===== src/design/bma_pkg.sv =====
// Shared types and codes for the batch message assembly block.
// Used by bma_event_logic and batch_message_assembly_fsm; depends on nothing.
`default_nettype none

package bma_pkg;

   // Field widths
   localparam int OP_W     = 3;
   localparam int SLOT_W   = 5;
   localparam int COUNT_W  = 6;
   localparam int MASK_W   = 32;
   localparam int STATUS_W = 2;
   localparam int PHASE_W  = 3;
   localparam int EXP_W    = 5;

   // Default number of message slots
   localparam int NUM_SLOTS_DEF = 32;

   // Event codes
   localparam logic [OP_W-1:0] OP_BEGIN = 3'd0;
   localparam logic [OP_W-1:0] OP_END   = 3'd1;
   localparam logic [OP_W-1:0] OP_BODY  = 3'd2;
   localparam logic [OP_W-1:0] OP_ALL   = 3'd3;
   localparam logic [OP_W-1:0] OP_START = 3'd4;
   localparam logic [OP_W-1:0] OP_DONE  = 3'd5;
   localparam logic [OP_W-1:0] OP_RESET = 3'd6;
   localparam logic [OP_W-1:0] OP_ERROR = 3'd7;

   // Phase codes
   localparam logic [PHASE_W-1:0] PH_IDLE     = 3'd0;
   localparam logic [PHASE_W-1:0] PH_WAIT_END = 3'd1;
   localparam logic [PHASE_W-1:0] PH_COLLECT  = 3'd2;
   localparam logic [PHASE_W-1:0] PH_READY    = 3'd3;
   localparam logic [PHASE_W-1:0] PH_PROC     = 3'd4;
   localparam logic [PHASE_W-1:0] PH_COMPLETE = 3'd5;
   localparam logic [PHASE_W-1:0] PH_ERROR    = 3'd6;

   // Status codes
   localparam logic [STATUS_W-1:0] ST_OK         = 2'd0;
   localparam logic [STATUS_W-1:0] ST_NOT_MEMBER = 2'd1;
   localparam logic [STATUS_W-1:0] ST_DUPLICATE  = 2'd2;
   localparam logic [STATUS_W-1:0] ST_INVALID    = 2'd3;

   // Batch context carried between events
   typedef struct packed {
      logic [PHASE_W-1:0] phase;
      logic [EXP_W-1:0]   expected;
      logic [COUNT_W-1:0] collected;
      logic [MASK_W-1:0]  members;
      logic [MASK_W-1:0]  occupied;
   } ctx_type;

endpackage

`default_nettype wire


===== src/design/bma_event_logic.sv =====
// Next-context and status logic for one batch event.
// Depends on bma_pkg for codes and the context struct.
`default_nettype none

module bma_event_logic #(
   parameter int NUM_SLOTS = bma_pkg::NUM_SLOTS_DEF
) (
   input  wire bma_pkg::ctx_type                ctx,
   input  wire logic [bma_pkg::OP_W-1:0]        op,
   input  wire logic [bma_pkg::SLOT_W-1:0]      slot,
   input  wire logic [bma_pkg::COUNT_W-1:0]     msg_total,
   input  wire logic [bma_pkg::MASK_W-1:0]      member_mask,
   output bma_pkg::ctx_type                     ctx_nxt,
   output logic [bma_pkg::STATUS_W-1:0]         status
);

   // Width that holds both the slot count field and NUM_SLOTS
   localparam int CLAMP_W = ($clog2(NUM_SLOTS + 1) > bma_pkg::COUNT_W) ?
                            $clog2(NUM_SLOTS + 1) : bma_pkg::COUNT_W;
   localparam logic [CLAMP_W-1:0] MAX_SLOTS = CLAMP_W'(NUM_SLOTS);
   localparam logic [CLAMP_W-1:0] MIN_SLOTS = CLAMP_W'(2);
   localparam logic [CLAMP_W-1:0] EXP_MAX   = CLAMP_W'((1 << bma_pkg::EXP_W) - 1);

   logic [CLAMP_W-1:0]             count_ext;
   logic [CLAMP_W-1:0]             count_clamped;
   logic [CLAMP_W-1:0]             body_total;
   logic [bma_pkg::EXP_W-1:0]      expected_val;
   logic                           slot_ok;
   logic [bma_pkg::MASK_W-1:0]     slot_bit;
   logic                           is_member;
   logic                           is_dup;
   logic [bma_pkg::COUNT_W-1:0]    coll_inc;
   logic                           all_in;

   // Clamp the slot count and derive the expected body count
   always_comb begin
      count_ext     = CLAMP_W'(msg_total);
      count_clamped = (count_ext < MIN_SLOTS) ? MIN_SLOTS :
                      (count_ext > MAX_SLOTS) ? MAX_SLOTS : count_ext;
      body_total    = count_clamped - MIN_SLOTS;
      expected_val  = (body_total > EXP_MAX) ? bma_pkg::EXP_W'(EXP_MAX) :
                                               bma_pkg::EXP_W'(body_total);
   end

   // Slot checks against the stored masks
   assign slot_ok   = CLAMP_W'(slot) < MAX_SLOTS;
   assign slot_bit  = slot_ok ? (bma_pkg::MASK_W'(1) << slot) : '0;
   assign is_member = slot_ok && ctx.members[slot];
   assign is_dup    = ctx.occupied[slot];
   assign coll_inc  = ctx.collected + bma_pkg::COUNT_W'(1);
   assign all_in    = coll_inc >= bma_pkg::COUNT_W'(ctx.expected);

   // Apply the transition table
   always_comb begin
      ctx_nxt = ctx;
      status  = bma_pkg::ST_OK;
      case (op)
         bma_pkg::OP_BEGIN: begin
            if (ctx.phase == bma_pkg::PH_IDLE) begin
               ctx_nxt.phase     = bma_pkg::PH_WAIT_END;
               ctx_nxt.expected  = expected_val;
               ctx_nxt.collected = '0;
               ctx_nxt.members   = member_mask;
               ctx_nxt.occupied  = slot_bit;
            end else begin
               ctx_nxt.phase = bma_pkg::PH_ERROR;
               status        = bma_pkg::ST_INVALID;
            end
         end
         bma_pkg::OP_END: begin
            if (ctx.phase == bma_pkg::PH_WAIT_END) begin
               ctx_nxt.phase    = bma_pkg::PH_COLLECT;
               ctx_nxt.occupied = ctx.occupied | slot_bit;
            end else begin
               ctx_nxt.phase = bma_pkg::PH_ERROR;
               status        = bma_pkg::ST_INVALID;
            end
         end
         bma_pkg::OP_BODY: begin
            if (!is_member) begin
               ctx_nxt.phase = bma_pkg::PH_ERROR;
               status        = bma_pkg::ST_NOT_MEMBER;
            end else if (is_dup) begin
               ctx_nxt.phase = bma_pkg::PH_ERROR;
               status        = bma_pkg::ST_DUPLICATE;
            end else begin
               ctx_nxt.occupied  = ctx.occupied | slot_bit;
               ctx_nxt.collected = coll_inc;
               // Last body fires all-collected, legal only while collecting
               if (all_in) begin
                  if (ctx.phase == bma_pkg::PH_COLLECT) begin
                     ctx_nxt.phase = bma_pkg::PH_READY;
                  end else begin
                     ctx_nxt.phase = bma_pkg::PH_ERROR;
                     status        = bma_pkg::ST_INVALID;
                  end
               end
            end
         end
         bma_pkg::OP_ALL: begin
            if (ctx.phase == bma_pkg::PH_COLLECT) begin
               ctx_nxt.phase = bma_pkg::PH_READY;
            end else begin
               ctx_nxt.phase = bma_pkg::PH_ERROR;
               status        = bma_pkg::ST_INVALID;
            end
         end
         bma_pkg::OP_START: begin
            if (ctx.phase == bma_pkg::PH_READY) begin
               ctx_nxt.phase = bma_pkg::PH_PROC;
            end else begin
               ctx_nxt.phase = bma_pkg::PH_ERROR;
               status        = bma_pkg::ST_INVALID;
            end
         end
         bma_pkg::OP_DONE: begin
            if (ctx.phase == bma_pkg::PH_PROC) begin
               ctx_nxt.phase = bma_pkg::PH_COMPLETE;
            end else begin
               ctx_nxt.phase = bma_pkg::PH_ERROR;
               status        = bma_pkg::ST_INVALID;
            end
         end
         bma_pkg::OP_RESET: begin
            ctx_nxt       = '0;
            ctx_nxt.phase = bma_pkg::PH_IDLE;
         end
         bma_pkg::OP_ERROR: begin
            ctx_nxt.phase = bma_pkg::PH_ERROR;
         end
         default: begin
            ctx_nxt = ctx;
         end
      endcase
   end

endmodule

`default_nettype wire


===== src/design/batch_message_assembly_fsm.sv =====
// Batch message assembly tracker: takes one event per cycle on the req_
// channel while rsp_ does not stall, and returns exactly one result per
// event on the rsp_ channel, in order. An event is held in an input
// register after its transfer; once the result register is empty or
// taken, the transition logic updates the batch context and loads the
// result register that drives rsp_. Throughput is one event per cycle
// while rsp_ does not stall, set by the context register loop, which
// closes through bma_event_logic. A stalled result holds the result
// register, then the input register, and req_ready drops once both are
// full. Depends on bma_pkg and bma_event_logic.
`default_nettype none

module batch_message_assembly_fsm #(
   parameter int NUM_SLOTS = bma_pkg::NUM_SLOTS_DEF
) (
   input  wire logic                             clock,
   input  wire logic                             reset,
   // Event channel
   input  wire logic                             req_valid,
   output logic                                  req_ready,
   input  wire logic [bma_pkg::OP_W-1:0]         req_op,
   input  wire logic [bma_pkg::SLOT_W-1:0]       req_slot,
   input  wire logic [bma_pkg::COUNT_W-1:0]      req_msg_total,
   input  wire logic [bma_pkg::MASK_W-1:0]       req_member_mask,
   // Result channel
   output logic                                  rsp_valid,
   input  wire logic                             rsp_ready,
   output logic [bma_pkg::STATUS_W-1:0]          rsp_status,
   output logic [bma_pkg::PHASE_W-1:0]           rsp_next_phase,
   output logic [bma_pkg::COUNT_W-1:0]           rsp_collected_count,
   output logic [bma_pkg::EXP_W-1:0]             rsp_expected_count,
   output logic                                  rsp_active
);

   logic                             s1_valid_ff;
   logic                             s1_valid_in;
   logic [bma_pkg::OP_W-1:0]         s1_op_ff;
   logic [bma_pkg::SLOT_W-1:0]       s1_slot_ff;
   logic [bma_pkg::COUNT_W-1:0]      s1_count_ff;
   logic [bma_pkg::MASK_W-1:0]       s1_mask_ff;

   bma_pkg::ctx_type                 ctx_ff;
   bma_pkg::ctx_type                 ctx_in;
   logic [bma_pkg::STATUS_W-1:0]     status_in;

   logic                             rsp_valid_ff;
   logic                             rsp_valid_in;
   logic [bma_pkg::STATUS_W-1:0]     rsp_status_ff;
   logic [bma_pkg::PHASE_W-1:0]      rsp_state_ff;
   logic [bma_pkg::COUNT_W-1:0]      rsp_coll_ff;
   logic [bma_pkg::EXP_W-1:0]        rsp_exp_ff;
   logic                             rsp_active_ff;
   logic                             rsp_active_in;

   logic                             out_load;
   logic                             s1_take;

   // Handshake: result register frees when empty or taken
   assign out_load     = s1_valid_ff && (!rsp_valid_ff || rsp_ready);
   assign req_ready    = !s1_valid_ff || out_load;
   assign s1_take      = req_valid && req_ready;
   assign s1_valid_in  = s1_take || (s1_valid_ff && !out_load);
   assign rsp_valid_in = out_load || (rsp_valid_ff && !rsp_ready);

   // Transition logic for the event in the input register
   bma_event_logic #(
      .NUM_SLOTS (NUM_SLOTS)
   ) u_event (
      .ctx         (ctx_ff),
      .op          (s1_op_ff),
      .slot        (s1_slot_ff),
      .msg_total   (s1_count_ff),
      .member_mask (s1_mask_ff),
      .ctx_nxt     (ctx_in),
      .status      (status_in)
   );

   assign rsp_active_in = ctx_in.phase inside {bma_pkg::PH_WAIT_END, bma_pkg::PH_COLLECT,
                                               bma_pkg::PH_READY, bma_pkg::PH_PROC};

   // Control and context registers
   always_ff @(posedge clock) begin
      if (reset) begin
         s1_valid_ff  <= 1'b0;
         rsp_valid_ff <= 1'b0;
         ctx_ff       <= '0;
      end else begin
         s1_valid_ff  <= s1_valid_in;
         rsp_valid_ff <= rsp_valid_in;
         if (out_load) begin
            ctx_ff <= ctx_in;
         end
      end
   end

   // Capture the event payload on a transfer
   always_ff @(posedge clock) begin
      if (s1_take) begin
         s1_op_ff    <= req_op;
         s1_slot_ff  <= req_slot;
         s1_count_ff <= req_msg_total;
         s1_mask_ff  <= req_member_mask;
      end
   end

   // Load the result register as the context advances
   always_ff @(posedge clock) begin
      if (out_load) begin
         rsp_status_ff <= status_in;
         rsp_state_ff  <= ctx_in.phase;
         rsp_coll_ff   <= ctx_in.collected;
         rsp_exp_ff    <= ctx_in.expected;
         rsp_active_ff <= rsp_active_in;
      end
   end

   assign rsp_valid           = rsp_valid_ff;
   assign rsp_status          = rsp_status_ff;
   assign rsp_next_phase      = rsp_state_ff;
   assign rsp_collected_count = rsp_coll_ff;
   assign rsp_expected_count  = rsp_exp_ff;
   assign rsp_active          = rsp_active_ff;

   // Any failure status lands in the error state
   a_fail_is_error: assert property (@(posedge clock) disable iff (reset)
      (rsp_valid && rsp_status != bma_pkg::ST_OK) |->
         (rsp_next_phase == bma_pkg::PH_ERROR))
      else $error("failure status without error state");

   // A reset event returns a cleared idle context
   a_reset_event: assert property (@(posedge clock) disable iff (reset)
      (out_load && s1_op_ff == bma_pkg::OP_RESET) |=>
         (rsp_status == bma_pkg::ST_OK && rsp_next_phase == bma_pkg::PH_IDLE &&
          rsp_collected_count == '0 && rsp_expected_count == '0 && !rsp_active))
      else $error("reset event did not clear the context");

   // Context only moves when a result is loaded
   a_ctx_hold: assert property (@(posedge clock) disable iff (reset)
      !out_load |=> $stable(ctx_ff))
      else $error("context changed without a result");

   // A held event is not overwritten while the result side stalls
   a_s1_hold: assert property (@(posedge clock) disable iff (reset)
      (s1_valid_ff && !out_load) |=> (s1_valid_ff && $stable(s1_op_ff) &&
                                      $stable(s1_slot_ff)))
      else $error("pending event lost");

endmodule

`default_nettype wire


===== config.mk =====
export PLATFORM = sky130hd
export DESIGN_NAME = batch_message_assembly_fsm
export DESIGN_NICKNAME = d
export VERILOG_FILES = /design/src/design/bma_pkg.sv /design/src/design/bma_event_logic.sv /design/src/design/batch_message_assembly_fsm.sv
export SDC_FILE = /design/constraint.sdc
export NUM_CORES = 1
export LEC_CHECK = 0
export ABC_AREA = 1
export ABC_CLOCK_PERIOD_IN_PS = 2900
export BUFFER_PORTS_ARGS = -buffer_cell sky130_fd_sc_hd__buf_2
export CORE_ASPECT_RATIO = 0.8
export CORE_MARGIN = 2
export CORE_UTILIZATION = 38
export CTS_CLUSTER_SIZE = 16
export DETAILED_ROUTE_END_ITERATION = 8
export HOLD_SLACK_MARGIN = 0.06
export PLACE_DENSITY = 0.56
export SYNTH_ARGS = -nofsm -noshare
export SYNTH_HDL_FRONTEND = slang
export SYNTH_SLANG_ARGS = --single-unit

===== constraint.sdc =====
create_clock -name clock -period 2.9 [get_ports clock]
set_clock_uncertainty 0.15 [all_clocks]
set_input_delay 0.58 -clock clock [delete_from_list [all_inputs] [get_ports clock]]
set_output_delay 0.58 -clock clock [all_outputs]
set_load 0.01 [all_outputs]

* Word-level counts from Yosys, hierarchy flattened
Index checks and enable logic that the tools add are counted.
** Operators by class
- Add/sub/neg operators :: 2
- Order comparisons :: 5
- Equality and inequality tests :: 19
- Shift-type cells :: 1
- Muxes and demuxes :: 35
- Bitwise gates (word level) :: 1
- Reduce and logical (&&, ||, !) cells :: 19
** Operators by type and width (number)
- $pmux W32 S4 :: 1
- $mux W32 :: 3
- $mux W75 :: 1
- $pmux W32 S2 :: 1
- $or A32 B32 Y32 :: 1
- $shl A1 B5 Y32 const A :: 1
- $mux W6 :: 4
- $pmux W3 S8 :: 1
- $mux W2 :: 10
- $eq A3 B2 Y1 const B :: 6
- $eq A3 B3 Y1 const B :: 6
- $mux W3 :: 6
- $pmux W6 S3 :: 1
- $pmux W2 S6 :: 1
- $bmux W1 S5 :: 2
- $pmux W5 S2 :: 1
- $eq A3 B1 Y1 const B :: 3
- $reduce_bool A4 Y1 :: 2
- $add A6 B1 Y6 const B :: 1
- $ge A6 B5 Y1 :: 1
- $gt A6 B5 Y1 const B :: 1
- $gt A6 B6 Y1 const B :: 1
- $logic_not A3 Y1 :: 2
- $lt A5 B6 Y1 const B :: 1
- other kinds (12) :: 24
** Storage, ports and cells
- Register bits :: 143
- Input port bits :: 50
- Output and inout bits :: 19
- Logic and storage cells :: 98

* Depth between registers and ports, before layout
Gate-level depths: netlist of the first run.
- Depth after elaboration :: 8
- Depth in mapped cells :: 21
- Gate-level depth less buffers :: 21

* Modules after synthesis
From an unflattened synthesis of the first run, not the netlist that was laid out.
** Second synthesis, totals
- Cell total of the unflattened synthesis :: 1447
- Area total of the unflattened synthesis :: 9379.0 µm²
** Modules (own cells, without submodules)
- batch_message_assembly_fsm :: times used 1, cells each 589, area each 5475.3 µm², sequential area each 3493.4 µm²
- bma_event_logic :: times used 1, cells each 858, area each 3903.7 µm², sequential area each 0.0 µm²

* Worst setup path before layout of the first run
Ideal clock, no wire load.
- Kind :: input port to flip-flop
- From :: in rsp_ready
- To :: reg s1_count_ff[0] (netlist bit), enable pin
- Setup time :: 400 ps
- Arrival time :: 1727 ps
- Required time :: 2350 ps
- Slack :: 623 ps
- Cell stages on the path :: 4
- Path buffers :: 0
- Path through :: inv_1 nand3_1 nand2_1 inv_1
** Between the ends
- Longest elaborated chain between the ends :: 4
** RTL lines
- start, declared :: line batch_message_assembly_fsm.sv:27 : input wire logic rsp_ready,
- $logic_or A1 B1 Y1 :: line batch_message_assembly_fsm.sv:59 : assign out_load = s1_valid_ff && (!rsp_valid_ff || rsp_ready);
- $logic_and A1 B1 Y1 :: line batch_message_assembly_fsm.sv:59
- $logic_or A1 B1 Y1 :: line batch_message_assembly_fsm.sv:60 : assign req_ready = !s1_valid_ff || out_load;
- via req_ready :: line batch_message_assembly_fsm.sv:20 : output logic req_ready,
- $logic_and A1 B1 Y1 :: line batch_message_assembly_fsm.sv:61 : assign s1_take = req_valid && req_ready;
- via s1_take :: line batch_message_assembly_fsm.sv:56 : logic s1_take;
- end signal, assigned :: line batch_message_assembly_fsm.sv:101 : s1_count_ff <= req_msg_total;
- end, declared :: line batch_message_assembly_fsm.sv:39 : logic [bma_pkg::COUNT_W-1:0] s1_count_ff;
The timed path passes the listed nets, and every way through them passes these cells.
A chain may end at the register's enable or synchronous reset.

* Worst setup path after layout of the first run
- From :: reg s1_slot_ff[0] (netlist bit)
- To :: reg ctx_ff[19] (netlist bit)
** Between the ends
- Longest elaborated chain between the ends :: 5
- Elaborated cells between the ends (all ways) :: 14
- Those cells by class :: 2 x eq/ne; 1 x shift; 9 x mux; 1 x bitwise; 1 x reduce/logical
** RTL lines
- start, declared :: line batch_message_assembly_fsm.sv:38 : logic [bma_pkg::SLOT_W-1:0] s1_slot_ff;
- start signal, assigned :: line batch_message_assembly_fsm.sv:100 : s1_slot_ff <= req_slot;
- parallel branches: the longest is 5 deep, another holds $reduce_and A6 Y1
- end signal, assigned :: line batch_message_assembly_fsm.sv:91 : ctx_ff <= ctx_in;
- end, declared :: line batch_message_assembly_fsm.sv:42 : bma_pkg::ctx_type ctx_ff;
Parallel ways; which one is timed is not known. The select of a mux whose other input is x is not followed.

==> metrics.csv, run 1 <==
stage,metric,value,unit
die,core-area,0.0174,sq mm
power,p_leak,3.27,nW
worst_hold_path,hold_class,input port to flip-flop,
setup_path,worst_ep_arrival_time,2800,ps
setup_path,start_kind,flip-flop,
finish,regArea,0.00349,sq mm
grt,antenna_found_initial,1,
die,die_y,123,um
outcome,status,finished clean,
sta,hold_violations,0,
finish,drive_gt1_frac,0.145,
setup_path,critPathRequiredTime,3090,ps
power,ir_drop,0.000396,V
finish,stdcell_area,0.00801,sq mm
sta,rsz0062_at_grt,false,
yosys,syn-num-nets,932,
detailed_routing,wl_per_cell,13.6,um
power,powerDensity,623,mW/mm^2
detailed_routing,drtAntennaViolNets,0,
die,die_w,153,um
yosys,yosysWarnings,0,
detailed_routing,num_vias,5796,
finish,postLayoutCoreUtil,0.461,
detailed_routing,wl_met3,713,um
yosys,post_synth.cell_area_avg,7.70,sq um
placed_design,dp_hpwl,11200,um
placed_design,globalplace.congestion,0.874,
yosys,synth_cells,875,
clock_network,clock_latency,430,ps
detailed_routing,drc,0,
placed_design,dp_slack,278,ps
finish,fill_cells,1761,
placed_design,post_dp_cell_area,0.00740,sq mm
sta,period_share,0.899,
die,io-pin-count,69,
detailed_routing,drt_pre_antenna_iters,5,
die,die-area,0.0188,sq mm
finish,final_nets,1005,
detailed_routing,viasPerCell,4.89,
clock_network,cts_tree,yes,
sta,holdWs,173,ps
clock_network,path_clk_slew,60,ps
placed_design,place.port_buffers,68,
yosys,muxShareOfSynthArea,0,
detailed_routing,drt_iter0_drc,391,
yosys,synth_adder_area_share,0.0130,
clock_network,numClockSinks,143,
finish,diodes,0,
finish,multiInputGateArea,0.00274,sq mm
grt,grt.total_usage,0.182,
yosys,synth_edf_count,63,
grt,gr-total-overflow,0,
flow_run,maxCapViolCount,0,
detailed_routing,routed-wl-met2,7140,um
yosys,yosysSeqAreaShare,0.518,
yosys,syn_area,0.00674,sq mm
sta,fmax,0.384,GHz
sta,worst_slack,294,ps
yosys,synth_simple_gate_area_frac,0.274,
grt,grt_pass1_vias,5391,
detailed_routing,met1Wirelength,8150,um
yosys,synth-xor-area-share,0.00390,
sta,min_period,2610,ps
detailed_routing,top_layer,met4,
sta,tns,0,ps
clock_network,holdBufCountCts,0,
sta,tightest_slew,702,ps
die,initial_utilization,0.388,
yosys,synth_top_family_by_area,simple AND/OR/NAND/NOR gates,
clock_network,clockBufferDepth,2,
grt,grt_pass1_wl,27300,um
yosys,synth_compound_area_frac,0.113,
setup_path,worstPathMaxFanout,30,
setup_path,crit_type,flip-flop to flip-flop,
clock_network,clockRootBuffer,clkbuf_16,
sta,slew_headroom,0.532,
yosys,synth_cell_types,28,
clock_network,cts_buffers,17,
grt,grt_max_degree,62,
yosys,synthArstFlopShare,0,
yosys,synth_ff_type,dfxtp_1,
clock_network,cts_max_level,4,
finish,syn2layout_area_growth,18.8,%
detailed_routing,routed_wirelength,16200,um
die,rows,43,
sta,setup_violations,0,
yosys,synth-seq-cells,143,
sta,drv_slew,0,
setup_path,crit_path_end_kind,flip-flop,
## cells in the mapped netlist, types with 2 or more instances
cell type    n  share of area
clkinv_1     2         0.0011
o21a_1       3         0.0033
xor2_1       3         0.0039
nand2_1    230           0.13
nand3_1     78          0.058
nor3_1      32          0.024
a31oi_1      4         0.0037
nor2_1     101          0.056
o32ai_1      2         0.0026
dfxtp_1     80           0.24
buf_4        5         0.0056
buf_2        7         0.0052
clkbuf_1    32          0.018
o21ai_0     39          0.029
inv_2        2         0.0011
inv_1       74          0.041
ha_1         7          0.013
buf_6        3         0.0050
nand4_1      4         0.0037
a21oi_1     95          0.071
nand2_2      3         0.0028
edfxtp_1    63           0.28
## repair_timing
action                                  CTS  global route
buffers inserted                          0             3
endpoints found under the setup margin    0            11
gates resized for setup                   0             1
endpoints found under the hold margin     0             0
## cell families (layout without fill, tap and decap cells)
kind of cell | after synthesis | count (layout)
AO/OA/AOI/OAI | 146 | 146
XOR/XNOR | 3 | 3
adder cells (fa/ha/maj) | 7 | 7
buffers and inverters | 126 | 212
flip-flops | 143 | 143
AND/OR/NAND/NOR | 450 | 450
## worst paths after layout
kind / from / end / slack, ps / depth (start not counted)
min: req_member_mask[10] / s1_mask_ff[10]$_DFFE_PP_ / 170 / 1
max: s1_slot_ff[0]$_DFFE_PP_ / ctx_ff[19]$_SDFFE_PP0P_ / 290 / 16
max reg2reg: s1_slot_ff[0]$_DFFE_PP_ / ctx_ff[19]$_SDFFE_PP0P_ / 290 / 16
min reg2reg: ctx_ff[51]$_SDFFE_PP0P_ / ctx_ff[51]$_SDFFE_PP0P_ / 310 / 2
## power breakdown
part           switching, W  internal (W)  leakage [nW]
Clock              0.000842       0.00135         0.284
Combinational      0.000376      0.000187          1.72
Sequential        0.0000394       0.00219          1.26
Total               0.00126       0.00373          3.27
## registers in the layout, summed over array words and instances, names as in the netlist, 3 cells and up
signal	cells
ctx_ff	78
s1_mask_ff	32
rsp_collected_count	6
s1_count_ff	6
rsp_expected_count	5
s1_slot_ff	5
rsp_next_phase	3
s1_op_ff	3
## per-layer routing
layer	vias to the layer above	track usage
met1	2628	0.252
met4	0	0.0550
li1	3026	-
met5	-	0
met2	126	0.285
met3	16	0.0445
## stage by stage
| step | power [W] | cells |
|---|---|---|
| CTS | 0.00503 | 1183 |
| global placement | 0.00283 | 1151 |
| detailed placement | 0.00283 | 1151 |
| floorplan | 0.00265 | 875 |
| global route | 0.00521 | 1186 |
| finish | 0.00499 | 1186 |
## worst max-delay path: stages, from the launching register on
cell,delay (ps)
edfxtp_1,530
nor2_1,260
buf_4,210
nand2_1,60
o21a_1,110
nand3_1,60
nand3_1,110
nand2_1,100
nand2_1,60
nand2_2,80
nand2_1,100
nand2_2,120
nand2_2,90
inv_2,80
buf_12,180
nand2_1,70
a21oi_1,130
## cell type report
| class | count | share of cell area |
|---|---|---|
| Sequential cell | 143 | 0.436 |
| Clock inverter | 11 | 0.0178 |
| Multi-Input combinational cell | 606 | 0.342 |
| Timing Repair Buffer | 102 | 0.0775 |
| Tap cell | 225 | 0.0352 |
| Clock buffer | 21 | 0.0550 |
| Inverter | 78 | 0.0366 |
## cells in the final DEF (no fill, tap or decap)
cell type	synthesis	layout
nand2_1	230	228
nor2_1	101	100
a21oi_1	95	94
dfxtp_1	80	80
nand3_1	78	78
inv_1	74	73
buf_2	7	68
edfxtp_1	63	63
o21ai_0	39	39
nor3_1	32	32
buf_4	5	32
clkbuf_16	0	17
ha_1	7	7
nand2_2	3	5
nand4_1	4	4
clkinv_1	2	4
a31oi_1	4	4
clkbuf_1	32	4
clkinv_4	0	4
inv_2	2	3
o21a_1	3	3
xor2_1	3	3
bufinv_16	0	3
nor2_2	1	2
o32ai_1	2	2
clkinv_2	0	2
buf_12	0	2
or2_1	1	1
o221ai_1	1	1
a32oi_1	1	1
a21oi_2	0	1
o211ai_1	1	1
No activity file was read; power rests on OpenSTA's default activity.
==> inputs of run 2 (changes only) <==
--- a/config.mk
+++ b/config.mk
@@ -8,8 +8,7 @@
 export ABC_AREA = 1
 export ABC_CLOCK_PERIOD_IN_PS = 2900
 export BUFFER_PORTS_ARGS = -buffer_cell sky130_fd_sc_hd__buf_2
-export CORE_ASPECT_RATIO = 0.8
-export CORE_MARGIN = 2
+export CORE_MARGIN = 3
 export CORE_UTILIZATION = 38
 export CTS_CLUSTER_SIZE = 16
 export DETAILED_ROUTE_END_ITERATION = 8
==> run 2 against run 1 <==
Net effect: critical endpoint is now rsp_active$_DFFE_PP_; final cell count is 0.17% lower; sequential cell count is the same; critical path depth did not move; register-to-register slack got worse by 30 ps; worst hold slack improved by 5.8 ps.
==> metrics.csv, run 2 (synthesis gave the netlist of run 1 again) <==
stage,metric,value,unit,change
outcome,status,finished clean,,
sta,slew_headroom,0.483,,-0.0489
flow_run,maxCapViolCount,0,,unchanged
setup_path,crit_chain,inv_2 > nand2_1 > inv_1 > nand2_1 > nand4_1 > nand3_1 > nand2_1 > nand2_1 > nand2_2 > nand2_1 > nand2_2 > nand2_1 > nand2_1 > nand3_1 > nand2_1 > inv_1,,
finish,diodes,0,,unchanged
detailed_routing,drt_iter0_drc,382,,-2.3%
grt,grtUsageMet1,0.228,,-0.0247
grt,grt.total_usage,0.174,,-0.00786
sta,hold_violations,0,,unchanged
detailed_routing,drt_pre_antenna_iters,5,,unchanged
grt,use_met3,0.0452,,+0.000658
worst_hold_path,worstHoldPathCells,1,,unchanged
die,io-pin-count,69,,unchanged
grt,use_met2,0.286,,+0.000546
sta,fmax,0.379,GHz,-1.2%
finish,largest_register,ctx_ff,,
grt,busiest_layer,met2,,
die,die_y,139,um,+13%
setup_path,reg2reg_depth,16,,unchanged
sta,min_period,2640,ps,+31.6 ps
setup_path,crit_top_cell,nand2_1,,
setup_path,critPathRequiredTime,2920,ps,-170 ps
detailed_routing,drc,0,,unchanged
sta,tns,0,ps,unchanged
sta,setup_violations,0,,unchanged
finish,final_common_cell,nand2_1,,
finish,final_nets,1003,,-0.20%
placed_design,globalplace.congestion,0.877,,+0.26%
power,p_leak,3.28,nW,+0.30%
sta,holdWs,179,ps,+5.79 ps
die,die_w,139,um,-9.0%
placed_design,post_dp_cell_area,0.00738,sq mm,-0.30%
sta,tightest_slew,776,ps,+73.4 ps
clock_network,path_clk_slew,60,ps,about the same
setup_path,worst_ep_arrival_time,2660,ps,-140 ps
setup_path,start_kind,flip-flop,,
setup_path,timing.rr.end,rsp_active$_DFFE_PP_,,
worst_hold_path,holdCritStartpoint,req_member_mask[18],,
finish,drive_gt1_frac,0.148,,+0.00343
die,die-area,0.0194,sq mm,+2.9%
sta,period_share,0.910,,+0.0109
setup_path,crit_path_top_delay_cell,edfxtp_1,,
detailed_routing,viasPerCell,4.86,,-0.63%
worst_hold_path,min_to,s1_mask_ff[18]$_DFFE_PP_,,
setup_path,worstPathMaxFanout,8,,-73%
clock_network,clockRootBuffer,clkbuf_16,,
setup_path,crit_buf_inv,3,,unchanged
grt,grt_max_degree,76,,+23%
die,initial_utilization,0.388,,+0.000475
setup_path,critPathLaunch,s1_slot_ff[1]$_DFFE_PP_,,
finish,stdcell_area,0.00804,sq mm,+0.42%
die,core-area,0.0174,sq mm,-0.12%
clock_network,cts_tree,yes,,
clock_network,clock_latency,420,ps,about the same
worst_hold_path,hold_class,input port to flip-flop,,
setup_path,crit_path_end_kind,flip-flop,,
clock_network,cts_buffers,17,,unchanged
clock_network,clockBufferDepth,2,,unchanged
die,rows,48,,+12%
grt,antenna_found_initial,0,,-1
detailed_routing,num_vias,5750,,-0.79%
power,ir_drop,0.000444,V,+12%
finish,reg_top3,"ctx_ff (78), s1_mask_ff (32)",,
detailed_routing,routed_wirelength,16400,um,+1.1%
finish,syn2layout_area_growth,19.3,%,
sta,drv_slew,0,,unchanged
power,powerDensity,636,mW/mm^2,+2.1%
clock_network,holdBufCountCts,0,,unchanged
setup_path,r2r_start,s1_slot_ff[1]$_DFFE_PP_,,
setup_path,worst-path-stages,16,,unchanged
placed_design,dp_hpwl,11000,um,-1.5%
setup_path,rrSetupSlack,260,ps,-30 ps
detailed_routing,drtAntennaViolNets,0,,unchanged
detailed_routing,wl_per_cell,13.8,um,+1.3%
setup_path,critical-path-max-stage-delay,510,ps,-20 ps
grt,gr-total-overflow,0,,unchanged
setup_path,crit_type,flip-flop to flip-flop,,
finish,final_cell_mix,"nand2_1, nor2_1, a21oi_1",,
placed_design,place.port_buffers,68,,unchanged
sta,rsz0062_at_grt,false,,
grt,grt_pass1_wl,27400,um,+0.51%
finish,largest_reg_flops,78,,unchanged
clock_network,numClockSinks,143,,unchanged
grt,grt_pass1_vias,5504,,+2.1%
setup_path,crit_family,simple AND/OR/NAND/NOR gates,,
clock_network,cts_max_level,4,,unchanged
[run 2: changes by cell type in the layout (fill, tap and decap cells not counted), moves of 2 or more]
cell        delta
clkinvlp_4     +3
clkbuf_1       -3
clkinv_4       -4
buf_4          -2
clkinv_1       -2
inv_6          +3
[run 2: what timing repair did]
item / in CTS / in global routing
hold endpoints to repair: 0 / 0
setup buffers: 0 / 4
endpoints found under the setup margin: 0 / 41
resized for setup: 0 / 2
[run 2: cell type report]
cell class	instances	area, sq um
clock buffer	19	443
clock inverter	13	184
fill	1743	9320
inverter	78	293
multi-input combinational	606	2740
sequential	143	3490
tap	225	282
timing repair buffer	100	606
[run 2: worst max path at each step]
stage	end
5_1_grt	ctx_ff[7]$_SDFFE_PP0P_
3_3_place_gp	rsp_active$_DFFE_PP_
4_1_cts	rsp_active$_DFFE_PP_
6_report	rsp_active$_DFFE_PP_
3_5_place_dp	rsp_active$_DFFE_PP_
2_1_floorplan	s1_count_ff[0]$_DFFE_PP_
[run 2: stage by stage]
stage,power (W),utilization,instances,setup slack (ps)
finish,0.00511,0.463,1184,262
global route,0.00534,0.463,1184,3.36
CTS,0.00516,0.461,1180,86.7
detailed placement,0.00283,0.425,1148,107
global placement,0.00283,0.425,1148,92.1
floorplan,0.00265,-,875,623
[run 2: metal layers]
metal,share of wire,up-vias
li1,-,3017
met1,0.46,2592
met2,0.47,121
met3,0.050,20
met4,0.013,0
met5,0,-
[run 2: where the power goes]
| part | switching (W) | total [W] | internal [W] |
|---|---|---|---|
| Combinational | 0.000382 | 0.000569 | 0.000187 |
| Clock | 0.000851 | 0.00232 | 0.00146 |
| Sequential | 0.0000367 | 0.00223 | 0.00219 |
| Total | 0.00127 | 0.00511 | 0.00384 |
